$ cat src/hdl/fptw_pkg.sv
`timescale 1ns / 1ps
package fptw_pkg;

  localparam int unsigned VaW     = 48;
  localparam int unsigned PaW     = 52;
  localparam int unsigned EntryW  = 64;
  localparam int unsigned QDepth  = 2;
  localparam int unsigned QPtrW   = $clog2(QDepth);
  localparam int unsigned QCntW   = $clog2(QDepth + 1);

  localparam logic OpTranslate = 1'b0;
  localparam logic OpResponse  = 1'b1;

  localparam logic KindRead = 1'b0;
  localparam logic KindDone = 1'b1;

  localparam logic [1:0] StOk         = 2'd0;
  localparam logic [1:0] StNotPresent = 2'd1;
  localparam logic [1:0] StReadFail   = 2'd2;
  localparam logic [1:0] StBusy       = 2'd3;

  localparam logic [1:0] LvlPml4 = 2'd0;
  localparam logic [1:0] LvlPdpt = 2'd1;
  localparam logic [1:0] LvlPd   = 2'd2;
  localparam logic [1:0] LvlPt   = 2'd3;

  localparam int unsigned PresentBit = 0;
  localparam int unsigned LargeBit   = 7;

  typedef struct packed {
    logic              is_resp;
    logic [VaW-1:0]    virt_addr;
    logic [PaW-1:0]    first_addr;
    logic [EntryW-1:0] read_data;
    logic              read_ok;
  } item_t;

  typedef struct packed {
    logic           kind;
    logic [PaW-1:0] read_addr;
    logic [PaW-1:0] phys_addr;
    logic [1:0]     status;
  } res_t;

  // 9-bit table index of a virtual address at a level
  function automatic logic [8:0] table_index(logic [VaW-1:0] va, logic [1:0] lvl);
    logic [8:0] idx;
    case (lvl)
      LvlPml4: idx = va[47:39];
      LvlPdpt: idx = va[38:30];
      LvlPd:   idx = va[29:21];
      LvlPt:   idx = va[20:12];
      default: idx = va[47:39];
    endcase
    return idx;
  endfunction

endpackage

$ cat src/hdl/fptw_front.sv
`timescale 1ns / 1ps
module fptw_front (
  input  logic                         clk_i,
  input  logic                         rst_ni,
  input  logic                         push,
  output logic                         full,
  input  logic                         opcode_i,
  input  logic [fptw_pkg::VaW-1:0]     virt_addr_i,
  input  logic [63:0]                  table_base_i,
  input  logic [fptw_pkg::EntryW-1:0]  read_data_i,
  input  logic                         read_ok_i,
  output logic                         item_valid_o,
  input  logic                         item_ready_i,
  output fptw_pkg::item_t              item_o
);
  import fptw_pkg::*;

  item_t            mem_q [QDepth];
  item_t            item_in;
  logic [QPtrW-1:0] wr_ptr_q, rd_ptr_q;
  logic [QCntW-1:0] cnt_q, cnt_d;
  logic             do_push, do_pop;

  // classify and precompute the top-level entry address
  always_comb begin
    item_in.is_resp    = (opcode_i == OpResponse);
    item_in.virt_addr  = virt_addr_i;
    item_in.first_addr = {table_base_i[51:12], table_index(virt_addr_i, LvlPml4), 3'b000};
    item_in.read_data  = read_data_i;
    item_in.read_ok    = read_ok_i;
  end

  assign full         = (cnt_q == QCntW'(QDepth));
  assign do_push      = push && !full;
  assign item_valid_o = (cnt_q != '0);
  assign do_pop       = item_valid_o && item_ready_i;
  assign item_o       = mem_q[rd_ptr_q];

  always_comb begin
    cnt_d = cnt_q;
    if (do_push && !do_pop) begin
      cnt_d = cnt_q + QCntW'(1);
    end else if (!do_push && do_pop) begin
      cnt_d = cnt_q - QCntW'(1);
    end
  end

  always_ff @(posedge clk_i or negedge rst_ni) begin
    if (!rst_ni) begin
      cnt_q    <= '0;
      wr_ptr_q <= '0;
      rd_ptr_q <= '0;
    end else begin
      cnt_q <= cnt_d;
      if (do_push) begin
        wr_ptr_q <= wr_ptr_q + QPtrW'(1);
      end
      if (do_pop) begin
        rd_ptr_q <= rd_ptr_q + QPtrW'(1);
      end
    end
  end

  always_ff @(posedge clk_i) begin
    if (do_push) begin
      mem_q[wr_ptr_q] <= item_in;
    end
  end

endmodule

$ cat src/hdl/fptw_back.sv
`timescale 1ns / 1ps
module fptw_back (
  input  logic                     clk_i,
  input  logic                     rst_ni,
  input  logic                     item_valid_i,
  output logic                     item_ready_o,
  input  fptw_pkg::item_t          item_i,
  output logic                     empty,
  input  logic                     pop,
  output logic                     kind_o,
  output logic [fptw_pkg::PaW-1:0] read_addr_o,
  output logic [fptw_pkg::PaW-1:0] phys_addr_o,
  output logic [1:0]               status_o
);
  import fptw_pkg::*;

  logic             active_q, active_d;
  logic [1:0]       level_q, level_d;
  logic [VaW-1:0]   va_q, va_d;
  res_t             res;
  logic             res_valid;
  logic             take;
  logic [EntryW-1:0] e;

  res_t             mem_q [QDepth];
  logic [QPtrW-1:0] wr_ptr_q, rd_ptr_q;
  logic [QCntW-1:0] cnt_q, cnt_d;
  logic             do_push, do_pop;

  assign item_ready_o = (cnt_q != QCntW'(QDepth));
  assign take         = item_valid_i && item_ready_o;
  assign e            = item_i.read_data;

  // walk step
  always_comb begin
    active_d  = active_q;
    level_d   = level_q;
    va_d      = va_q;
    res_valid = 1'b0;
    res       = '0;
    if (take) begin
      if (!item_i.is_resp) begin
        res_valid = 1'b1;
        if (active_q) begin
          res.kind   = KindDone;
          res.status = StBusy;
        end else begin
          active_d      = 1'b1;
          level_d       = LvlPml4;
          va_d          = item_i.virt_addr;
          res.kind      = KindRead;
          res.read_addr = item_i.first_addr;
        end
      end else if (active_q) begin
        res_valid = 1'b1;
        res.kind  = KindDone;
        if (!item_i.read_ok) begin
          active_d   = 1'b0;
          res.status = StReadFail;
        end else if (!e[PresentBit]) begin
          active_d   = 1'b0;
          res.status = StNotPresent;
        end else if (level_q == LvlPdpt && e[LargeBit]) begin
          active_d      = 1'b0;
          res.phys_addr = {e[51:30], va_q[29:0]};
        end else if (level_q == LvlPd && e[LargeBit]) begin
          active_d      = 1'b0;
          res.phys_addr = {e[51:21], va_q[20:0]};
        end else if (level_q == LvlPt) begin
          active_d      = 1'b0;
          res.phys_addr = {e[51:12], va_q[11:0]};
        end else begin
          level_d       = level_q + 2'd1;
          res.kind      = KindRead;
          res.read_addr = {e[51:12], table_index(va_q, level_q + 2'd1), 3'b000};
        end
      end
    end
  end

  always_ff @(posedge clk_i or negedge rst_ni) begin
    if (!rst_ni) begin
      active_q <= 1'b0;
      level_q  <= LvlPml4;
      va_q     <= '0;
    end else begin
      active_q <= active_d;
      level_q  <= level_d;
      va_q     <= va_d;
    end
  end

  // result queue
  assign do_push = res_valid;
  assign empty   = (cnt_q == '0);
  assign do_pop  = pop && !empty;

  assign kind_o      = mem_q[rd_ptr_q].kind;
  assign read_addr_o = mem_q[rd_ptr_q].read_addr;
  assign phys_addr_o = mem_q[rd_ptr_q].phys_addr;
  assign status_o    = mem_q[rd_ptr_q].status;

  always_comb begin
    cnt_d = cnt_q;
    if (do_push && !do_pop) begin
      cnt_d = cnt_q + QCntW'(1);
    end else if (!do_push && do_pop) begin
      cnt_d = cnt_q - QCntW'(1);
    end
  end

  always_ff @(posedge clk_i or negedge rst_ni) begin
    if (!rst_ni) begin
      cnt_q    <= '0;
      wr_ptr_q <= '0;
      rd_ptr_q <= '0;
    end else begin
      cnt_q <= cnt_d;
      if (do_push) begin
        wr_ptr_q <= wr_ptr_q + QPtrW'(1);
      end
      if (do_pop) begin
        rd_ptr_q <= rd_ptr_q + QPtrW'(1);
      end
    end
  end

  always_ff @(posedge clk_i) begin
    if (do_push) begin
      mem_q[wr_ptr_q] <= res;
    end
  end

endmodule

$ cat src/hdl/four_level_page_table_walker.sv
`timescale 1ns / 1ps
// channel   handshake        payload
// input     push / full      opcode_i virt_addr_i table_base_i read_data_i read_ok_i
// result    empty / pop      kind_o read_addr_o phys_addr_o status_o
//
// one item per cycle sustained unless pop stalls; a result reaches the result ports
// once its beat is held in the input queue, then its result in the result queue
// reset clears both queues and leaves the walker idle
// a stalled result side fills the result queue, then the input queue, then full rises
// a response beat taken while idle yields no result
module four_level_page_table_walker (
  input  logic                     clk_i,
  input  logic                     rst_ni,
  input  logic                     push,
  output logic                     full,
  input  logic                     opcode_i,
  input  logic [fptw_pkg::VaW-1:0] virt_addr_i,
  input  logic [63:0]              table_base_i,
  input  logic [fptw_pkg::EntryW-1:0] read_data_i,
  input  logic                     read_ok_i,
  output logic                     empty,
  input  logic                     pop,
  output logic                     kind_o,
  output logic [fptw_pkg::PaW-1:0] read_addr_o,
  output logic [fptw_pkg::PaW-1:0] phys_addr_o,
  output logic [1:0]               status_o
);
  import fptw_pkg::*;

  item_t item;
  logic  item_valid, item_ready;

  fptw_front u_front (
    .clk_i        (clk_i),
    .rst_ni       (rst_ni),
    .push         (push),
    .full         (full),
    .opcode_i     (opcode_i),
    .virt_addr_i  (virt_addr_i),
    .table_base_i (table_base_i),
    .read_data_i  (read_data_i),
    .read_ok_i    (read_ok_i),
    .item_valid_o (item_valid),
    .item_ready_i (item_ready),
    .item_o       (item)
  );

  fptw_back u_back (
    .clk_i        (clk_i),
    .rst_ni       (rst_ni),
    .item_valid_i (item_valid),
    .item_ready_o (item_ready),
    .item_i       (item),
    .empty        (empty),
    .pop          (pop),
    .kind_o       (kind_o),
    .read_addr_o  (read_addr_o),
    .phys_addr_o  (phys_addr_o),
    .status_o     (status_o)
  );

endmodule

$ cat config.mk
export PLATFORM = sky130hd
export DESIGN_NAME = four_level_page_table_walker
export DESIGN_NICKNAME = d
export VERILOG_FILES = /design/src/hdl/fptw_pkg.sv /design/src/hdl/fptw_front.sv /design/src/hdl/fptw_back.sv /design/src/hdl/four_level_page_table_walker.sv
export SDC_FILE = /design/constraint.sdc
export NUM_CORES = 1
export LEC_CHECK = 0
export ABC_AREA = 0
export BUFFER_PORTS_ARGS = -buffer_cell sky130_fd_sc_hd__buf_2
export CORE_UTILIZATION = 40
export DETAILED_ROUTE_END_ITERATION = 16
export HOLD_SLACK_MARGIN = 0.1
export PLACE_DENSITY = 0.61
export SYNTH_ARGS = -nofsm -noshare
export SYNTH_HDL_FRONTEND = slang
export SYNTH_SLANG_ARGS = --single-unit
$ cat constraint.sdc
create_clock -name clk_i -period 14.2 [get_ports clk_i]
set_clock_uncertainty 0.1 [all_clocks]
set_input_delay 0 -clock clk_i [delete_from_list [all_inputs] [get_ports clk_i]]
set_output_delay 0 -clock clk_i [all_outputs]
set_load 0.02 [all_outputs]
* Word-level counts from Yosys, hierarchy flattened
Memory sizes are Yosys's and may differ from the RTL's.
Cells that the tools add are included.
** Storage, ports and cells
- Bits in writable memories :: 540
- Bits in registers :: 59
- Logic and storage cells :: 103
- Output and inout port bits :: 109
- Input bits :: 182
- Latch bits :: 0
- Memories :: 2
- Bits in read-only memories :: 0
** Operators by class
- $mul :: 0
- Shift operators :: 0
- Equality and inequality tests :: 15
- Reduce and logical (&&, ||, !) cells :: 22
- Magnitude comparators :: 0
- Muxes and demuxes :: 44
- Bitwise logic cells :: 2
- Divide/modulo/power cells :: 0
- $add $sub $neg :: 9
** Memory list
- u_front.mem_q :: depth 2, bits a word 163, read ports 1, clocked after Yosys merged registers in 0, wr ports 1, line fptw_front.sv:18 : item_t mem_q [QDepth];
- u_back.mem_q :: depth 2, bits a word 107, read ports 1, clocked after Yosys merged registers in 0, wr ports 1, line fptw_back.sv:25 : res_t mem_q [QDepth];
** Operators with widths (number)
- $mux W52 :: 5
- $mux W107 :: 2
- $mux W53 :: 4
- $mux W105 :: 2
- $pmux W9 S4 :: 1
- $mux W2 :: 15
- $mux W1 :: 15
- $ne A2 B2 Y1 const B :: 7
- $eq A2 B2 Y1 const B :: 5
- $logic_and A1 B1 Y1 :: 9
- $reduce_and A8 Y1 :: 1
- $add A2 B1 Y2 const B :: 3
- $logic_not A1 Y1 :: 6
- $reduce_bool A2 Y1 :: 3
- $add A1 B1 Y1 const B :: 4
- $eq A2 B1 Y1 const B :: 2
- $logic_not A2 Y1 :: 2
- $sub A2 B1 Y2 const B :: 2
- $reduce_and A3 Y1 :: 1
- $ne A2 B1 Y1 const B :: 1
- $not A1 Y1 :: 2

* Depth between registers and ports, before layout
Gate-level depths: netlist (run 1).
- Depth after elaboration :: 11
- Mapped depth :: 9
- Mapped depth without buffers :: 8

* By module
A second synthesis (run 1) with hierarchy kept.
** Unflattened totals
- Cells, all modules :: 1146
- Area total of the unflattened synthesis :: 22230.1 sq um
** By module, submodules not included
- fptw_front :: area an instance 11491.0 sq um, instances 1, cells each 511
- fptw_back :: area an instance 10739.0 sq um, instances 1, cells each 635

* Worst setup path before layout (run 1)
OpenSTA, ideal clock, no wires.
- Kind :: register to register
- Start :: reg u_front.cnt_q[0]
- End :: mem u_front.mem_q[0][0] in the netlist's numbering (enable)
- Path slack :: 7.361 ns
- Arrival time :: 6.114 ns
- Stages on the path, launching flop included :: 4
- Data required time :: 13.475 ns
- Setup time :: 0.625 ns
- Period minus slack after synthesis :: 6.839 ns
- Cells stage by stage :: dfrtp_1 nand2b_1 nand2_1 nor2_1
** Between the ends
- Word-level cells in the longest chain between the ends :: 5
** RTL lines
- start, declared :: line fptw_front.sv:21 : logic [QCntW-1:0] cnt_q, cnt_d;
- start signal, assigned :: line fptw_front.sv:54 : cnt_q <= cnt_d;
- $eq A2 B2 Y1 :: line fptw_front.sv:33 : assign full = (cnt_q == QCntW'(QDepth));
- $logic_not A1 Y1 :: line fptw_front.sv:34 : assign do_push = push && !full;
- $logic_and A1 B1 Y1 :: line fptw_front.sv:34
- $mux W1 :: line fptw_front.sv:65 : if (do_push) begin
- $mux W1 (not written as such) :: line fptw_front.sv:66 : mem_q[wr_ptr_q] <= item_in;
- end, declared :: line fptw_front.sv:18
Every way passes these cells.

==> results.md, run 1 <==
- Slew headroom: 31.8%
- Area growth syn-to-layout: 32.6%
- RR Endpoint: u_back.mem_q[1][94]
- CP endpoint kind: flip-flop
- Final Hold Viols: 0
- CTS Buf Count: 54
- Mapped Area: 0.0199 mm2
- Hold EP: u_back.rd_ptr_q
- Ports: 291
- Fin worst setup slack: 9.99 ns
- Die area: 0.0505 mm2
- 1st-pass router iterations: 6
- CP max FO: 40
- Maximum buffer depth of the clock tree: 3
- Peak supply drop: 0.000176 V
- P per Cell Area: 222 mW/mm2
- CTS sink cnt: 522
- Tmin final: 4.21 ns
- Routed vias/inst: 4.93
- CP Class: flip-flop to flip-flop
- Post-CTS Hold Fix Bufs: 268
- Final WL: 45.4 mm
- Slew Viols, Final: 0
- RSZ-0062 raised after global routing: false
- Die H: 225 um
- First-pass GRT wire length: 67.8 mm
- Detailed Route Iter0 Violations: 598
- DP Worst Slack: 9.91 ns
- ANT nets after route: 0
- Vias in the first global route: 11900
- Core area: 0.0490 mm2
- Final Wtd Congestion: 0.743
- Nets: 1825
- Status: finished, final reports clean
- Site Rows: 81
- Worst Hold Class: input port to flip-flop
- Post-synthesis instance total: 1120
- Final Core Density: 53.8%
- Initial antenna violation count: 2
- CTS clk-pin slew, worst paths: 0.06 ns
- Setup violations, final: 0
- Hold Crit Depth: 4
- Synth Warn #: 0
- CP startpoint kind: flip-flop
- Mapped Avg Cell Area: 17.7 um2
- Port Buffers: 241
- H-tree levels: 2
- Critical path arrival: 4.51 ns
- Yosys reg bits: 522
- Hold Startpoint: pop
- Worst reg-to-reg setup slack: 9.99 ns
- Clock insertion delay at the later pin of the skew report: 0.60 ns
- Largest net degree at the start of global routing: 94
- Post-DP HPWL: 26.8 mm
- Worst-Margin Slew: 1.02 ns
- Post_cts resized: 0
- Max-cap violations: 0
- Distinct cells, synth: 38
- Setup_tns: 0 ns
- Register area share after synthesis: 77.7%
- Total power: 5.84 mW
- DR vias: 11600
- Tcrit/Tclk final: 29.7%
- Cell mode on critical path: buf_4
- GRT Util Overall: 17.9%
- Cell chain of the critical path: buf_4 -> nand4_1 -> a2111o_1 -> or3_2 -> buf_4 -> o22ai_1
- Setup bufs post-CTS: 0
- Die X-Extent: 225 um
- Most frequent cells in the layout: edfxtp_1 (472), dlygate4sd3_1 (268), buf_2 (241)
- CTS tree: done
- Wirelength per Cell: 19.3 um
- Critical Path Max Stage Delay: 0.79 ns
- Layout cell share with drive strength beyond 1: 26.9%
- P_leak: 9.92 nW
- WP data required: 14.49 ns
- Clk root buf: clkbuf_16
- R2R depth: 6
- Most common cell after layout, fill and taps aside: edfxtp_1
- Fmax: 238 MHz
- DRC viols: 0
- GRT Residual Overflow: 0
- Initial core utilization: 40.6%
- Critical Path Slowest Stage Cell: or3_2
- Reg2reg start: u_front.rd_ptr_q
-- worst max-delay path: cells and delay by family, from the launching register on --
family / cells / cell delay (ns)
flops: 1 / 0.76
compound gates: 2 / 1.03
buf+inv: 2 / 1.07
simple gates: 2 / 1.03
-- how the worst max path moves through the flow --
stage | depth (start not counted) | start | to | slack [ns]
floorplan | 3 | u_front.cnt_q[0] | u_front.mem_q[0][0] | 7.36
global placement | 6 | u_front.rd_ptr_q | u_back.mem_q[1][9] | 9.97
detailed placement | 6 | u_front.rd_ptr_q | u_back.mem_q[1][9] | 9.91
CTS | 6 | u_front.rd_ptr_q | u_back.mem_q[1][9] | 9.89
global route | 6 | u_front.rd_ptr_q | u_back.mem_q[1][9] | 9.71
finish | 6 | u_front.rd_ptr_q | u_back.mem_q[1][94] | 9.99
-- area by class of cell --
cell class,count,area (um2)
Antenna cell,4,10.0
Clock buffer,63,1430
Clock inverter,35,429
Fill cell,3969,22600
Inverter,9,33.8
Multi-Input combinational cell,524,4150
Sequential cell,522,15400
Tap cell,664,831
Timing Repair Buffer,525,4010
-- logic make-up (layout without fill, tap and decap cells) --
group                    count (synthesis)  count (layout)  share of synthesized area [%]
AND/OR/NAND/NOR                        120             120                           2.61
flip-flops                             522             522                           77.7
other                                    1               7                         0.0189
multiplexers                           238             238                           12.7
XOR/XNOR                                10              10                          0.441
buffers and inverters                   76             632                           1.57
AO/OA/AOI/OAI                          146             146                           4.54
adder cells (fa/ha/maj)                  7               7                          0.441
-- synth_stat cells, drive strengths merged --
library cell | number | area [um2]
a2111o | 1 | 11.3
xnor2 | 6 | 52.6
ha | 7 | 87.6
and3 | 1 | 6.26
a22oi | 9 | 67.6
nand2 | 44 | 165
nand2b | 1 | 6.26
a32oi | 1 | 8.76
conb | 1 | 3.75
buf | 25 | 120
xor2 | 4 | 35.0
and2 | 15 | 93.8
nor4 | 1 | 6.26
nor2b | 1 | 6.26
edfxtp | 472 | 14200
o21ai | 42 | 210
or3 | 1 | 6.26
a21o | 1 | 7.51
nand4b | 1 | 8.76
nor2 | 50 | 188
clkinv | 1 | 3.75
or2 | 2 | 12.5
mux2 | 107 | 1200
nand4 | 1 | 6.26
mux2i | 131 | 1310
dfrtp | 50 | 1250
a211oi | 9 | 67.6
a21oi | 22 | 110
o22ai | 51 | 319
a221oi | 1 | 8.76
a222oi | 9 | 90.1
inv | 8 | 30.0
or4 | 1 | 7.51
clkbuf | 42 | 158
nand3 | 1 | 5.00
-- where the power goes --
| group | total [mW] | switching [mW] | internal, mW |
|---|---|---|---|
| clock | 1.47 | 0.575 | 0.897 |
| sequential | 2.53 | 0.203 | 2.33 |
| combinational | 1.83 | 1.18 | 0.656 |
-- sequential cells by signal, indices dropped and copies added, names as in the netlist --
name              count
u_back.wr_ptr_q       1
u_front.rd_ptr_q      1
u_back.rd_ptr_q       1
u_front.cnt_q         2
u_back.mem_q        208
u_back.va_q          39
u_front.wr_ptr_q      1
u_front.mem_q       264
u_back.cnt_q          2
u_back.active_q       1
u_back.level_q        2
-- routing by layer --
| layer | wire [um] | GRT usage (%) | vias to the layer above |
|---|---|---|---|
| li1 | - | - | 5391 |
| met1 | 19700 | 22.6 | 5814 |
| met2 | 22500 | 30.9 | 286 |
| met3 | 1990 | 3.06 | 76 |
| met4 | 1170 | 6.71 | 0 |
| met5 | 0 | 0 | - |
-- per-stage QoR --
stage / hold WS (ns) / cells / instance area, um2
finish: 0.224 / 2346 / 26300
floorplan: -0.396 / 1122 / 19900
CTS: 0.190 / 2342 / 26300
global placement: 0.0846 / 1976 / 21800
global route: 0.246 / 2345 / 26300
detailed placement: 0.0853 / 1976 / 21800
No activity file was read; power rests on OpenSTA's default activity.
==> inputs of run 2 (changes only) <==
Settings changed: ABC_AREA 0 to 1, PLACE_DENSITY 0.61 to 0.63.
Clock period 14.2 ns to 3.5 ns, I/O delays scaled along.
==> results.md, run 2 <==
- Placed Cells: 2543
- Maximum buffer depth of the clock tree: 3
- P_leak: 10.9 nW
- Synth area leader: edfxtp_1
- Initial antenna violation count: 3
- GRT Util Overall: 19.7%
- Critical Path Max Stage Delay: 0.61 ns
- Clk network pwr share: 22.7%
- DRC viols: 0
- Sw frac: 37.9%
- Detailed Route Iter0 Violations: 905
- Post-synth top cells: nand2_1 (600), edfxtp_1 (472), o21ai_0 (95)
- Internal power: 15.2 mW
- Status: finished, final reports clean
- Die H: 230 um
- Fin worst setup slack: 0.620 ns
- Ports: 291
- Yosys reg bits: 522
- Die area: 0.0529 mm2
- Final Core Density: 52.9%
- Final Wtd Congestion: 0.797
- H-tree levels: 2
- Non-filler cells, final: 2911
- CP Class: flip-flop to flip-flop
- Max-cap violations: 0
- Worst hold slack: 0.238 ns
- ANT nets after route: 0
- Sequential share of power: 41.3%
- Post-DP HPWL: 30.3 mm
- Post-synth ARST share: 9.58%
- Number of flops mapped to enable cells by yosys: 472
- Port Buffers: 241
- Setup violations, final: 0
- Synth Warn #: 0
- Post-synthesis instance total: 1682
- Tcrit/Tclk final: 82.3%
- DR vias: 14000
- Routed vias/inst: 4.81
- Peak supply drop: 0.000759 V
- CP startpoint kind: flip-flop
- FILL cells: 4342
- DP Worst Slack: 0.650 ns
- Critical path arrival: 3.16 ns
- Initial core utilization: 40.5%
- GRT Residual Overflow: 0
- CP max FO: 36
- Post_cts resized: 0
- P per Cell Area: 905 mW/mm2
- Die X-Extent: 230 um
- Vias in the first global route: 14200
- Cell chain of the critical path: buf_4 -> nand2_1 -> nand2_4 -> nand3_4 -> nor2_8 -> nand2_2 -> nor2_1
- Slew Viols, Final: 0
- Switching power: 9.32 mW
- Layout cell share with drive strength beyond 1: 20.2%
- Largest net degree at the start of global routing: 105
- Reg with most FFs: u_front.mem_q
- Largest register FFs: 264
- RSZ-0062 raised after global routing: false
- Clk root buf: clkbuf_16
- Tmin final: 2.88 ns
- Distinct cells, synth: 38
- Most frequent cells in the layout: nand2_1 (600), edfxtp_1 (472), dlygate4sd3_1 (268)
- CTS Buf Count: 53
- CP endpoint kind: flip-flop
- Post-synth top area share: 68.2%
- Logic pwr share: 36.0%
- CTS sink cnt: 522
- Site Rows: 83
- Largest delay share family, worst path: simple AND/OR/NAND/NOR gates
- Most frequent cell after synthesis: nand2_1
- Worst Hold Class: input port to flip-flop
- Register area share after synthesis: 74.2%
- Critical Path Slowest Stage Cell: nand2_2
- Mapped Area: 0.0208 mm2
- CTS tree: done
- Final WL: 52.3 mm
- Final Hold Viols: 0
- Mapped Avg Cell Area: 12.4 um2
- CTS clk-pin slew, worst paths: 0.06 ns
- Clock insertion delay at the later pin of the skew report: 0.59 ns
- Fmax: 347 MHz
- 1st-pass router iterations: 5
- Slew headroom: 37.4%
- Wirelength per Cell: 18.0 um
- First-pass GRT wire length: 79.3 mm
- WP data required: 3.78 ns
- Nets: 2376
- Core area: 0.0513 mm2
- Worst path bufs/invs: 1
- Largest registers: u_front.mem_q: 264 flops, u_back.mem_q: 208 flops, u_back.va_q: 39 flops
- Worst-Margin Slew: 0.936 ns
- Main flop type after synthesis: edfxtp_1
- Area growth syn-to-layout: 30.5%
- Largest cells by area after synthesis: edfxtp_1 (68%), nand2_1 (11%), dfrtp_1 (6.0%), o21ai_0 (2.3%), or2_2 (1.8%)
- Most common cell after layout, fill and taps aside: nand2_1
## run 2: worst paths after layout
check	from	endpoint	slack (ns)	cells after the start
setup / recovery	u_front.rd_ptr_q	u_back.mem_q[1][8]	0.62	7
hold / removal	pop	u_back.rd_ptr_q	0.24	4
setup reg to reg	u_front.rd_ptr_q	u_back.mem_q[1][8]	0.62	7
hold reg to reg	u_front.mem_q[0][127]	u_back.va_q[13]	0.38	2
max in group asynchronous	rst_ni	u_back.va_q[33]	2.55	4
min in group asynchronous	rst_ni	u_back.va_q[11]	0.48	4
## run 2: power groups by stage
stage	Sequential (mW)	Combinational, mW	Clock, mW
after detailed placement	10.2	8.73	0
after floorplan	10.2	5.67	0
after global placement	10.2	8.63	0
after CTS	10.1	8.99	5.67
final	10.1	8.85	5.57
after global routing	10.3	9.72	5.89
## run 2: cell families (layout without fill, tap and decap cells)
kind of cell | after synthesis | in the layout | synth area share [%]
muxes | 3 | 3 | 0.144
DFF | 522 | 522 | 74.2
and+or+nand+nor | 792 | 792 | 16.3
xor gates and xnor gates | 6 | 6 | 0.253
adders and majority gates | 7 | 7 | 0.421
buffers and inverters | 166 | 710 | 3.64
AOI/OAI and AO/OA | 185 | 185 | 5.05
other | 1 | 6 | 0.0180
## run 2: timing repair
action                                 in CTS  in global routing
endpoints found under the hold margin     319                  0
setup buffers                               0                  0
hold buffers                              269                  0
## run 2: stage by stage
stage	power (mW)	setup TNS (ns)	cell area [um2]
finish	24.6	0	27100
global route	25.9	0	27100
CTS	24.8	0	27100
detailed placement	19.0	0	22700
global placement	18.8	0	22700
floorplan	15.8	-298.08	20800
## run 2: cell type report
class | count | area (um2) | area share, %
antenna | 3 | 7.51 | 0.0277
clock buffer | 68 | 1460 | 5.36
clock inverter | 28 | 254 | 0.936
inverter | 84 | 324 | 1.19
multi-input combinational | 996 | 4650 | 17.1
sequential | 522 | 15400 | 56.9
tap | 680 | 851 | 3.14
timing repair buffer | 530 | 4160 | 15.3
## run 2: metal layers
metal / GRT usage, % / up-vias / share of wire, %
li1: - / 6747 / -
met1: 23.8 / 6804 / 41
met5: 0 / - / 0
met3: 3.47 / 101 / 4.4
met4: 6.58 / 0 / 3.0
met2: 35.4 / 358 / 51
## run 2: worst reg2reg max path: stages, from the launching register on
cell     delay (ns)
dfrtp_4        0.45
buf_4          0.37
nand2_1        0.19
nand2_4        0.14
nand3_4        0.12
nor2_8         0.31
nand2_2        0.61
nor2_1         0.41
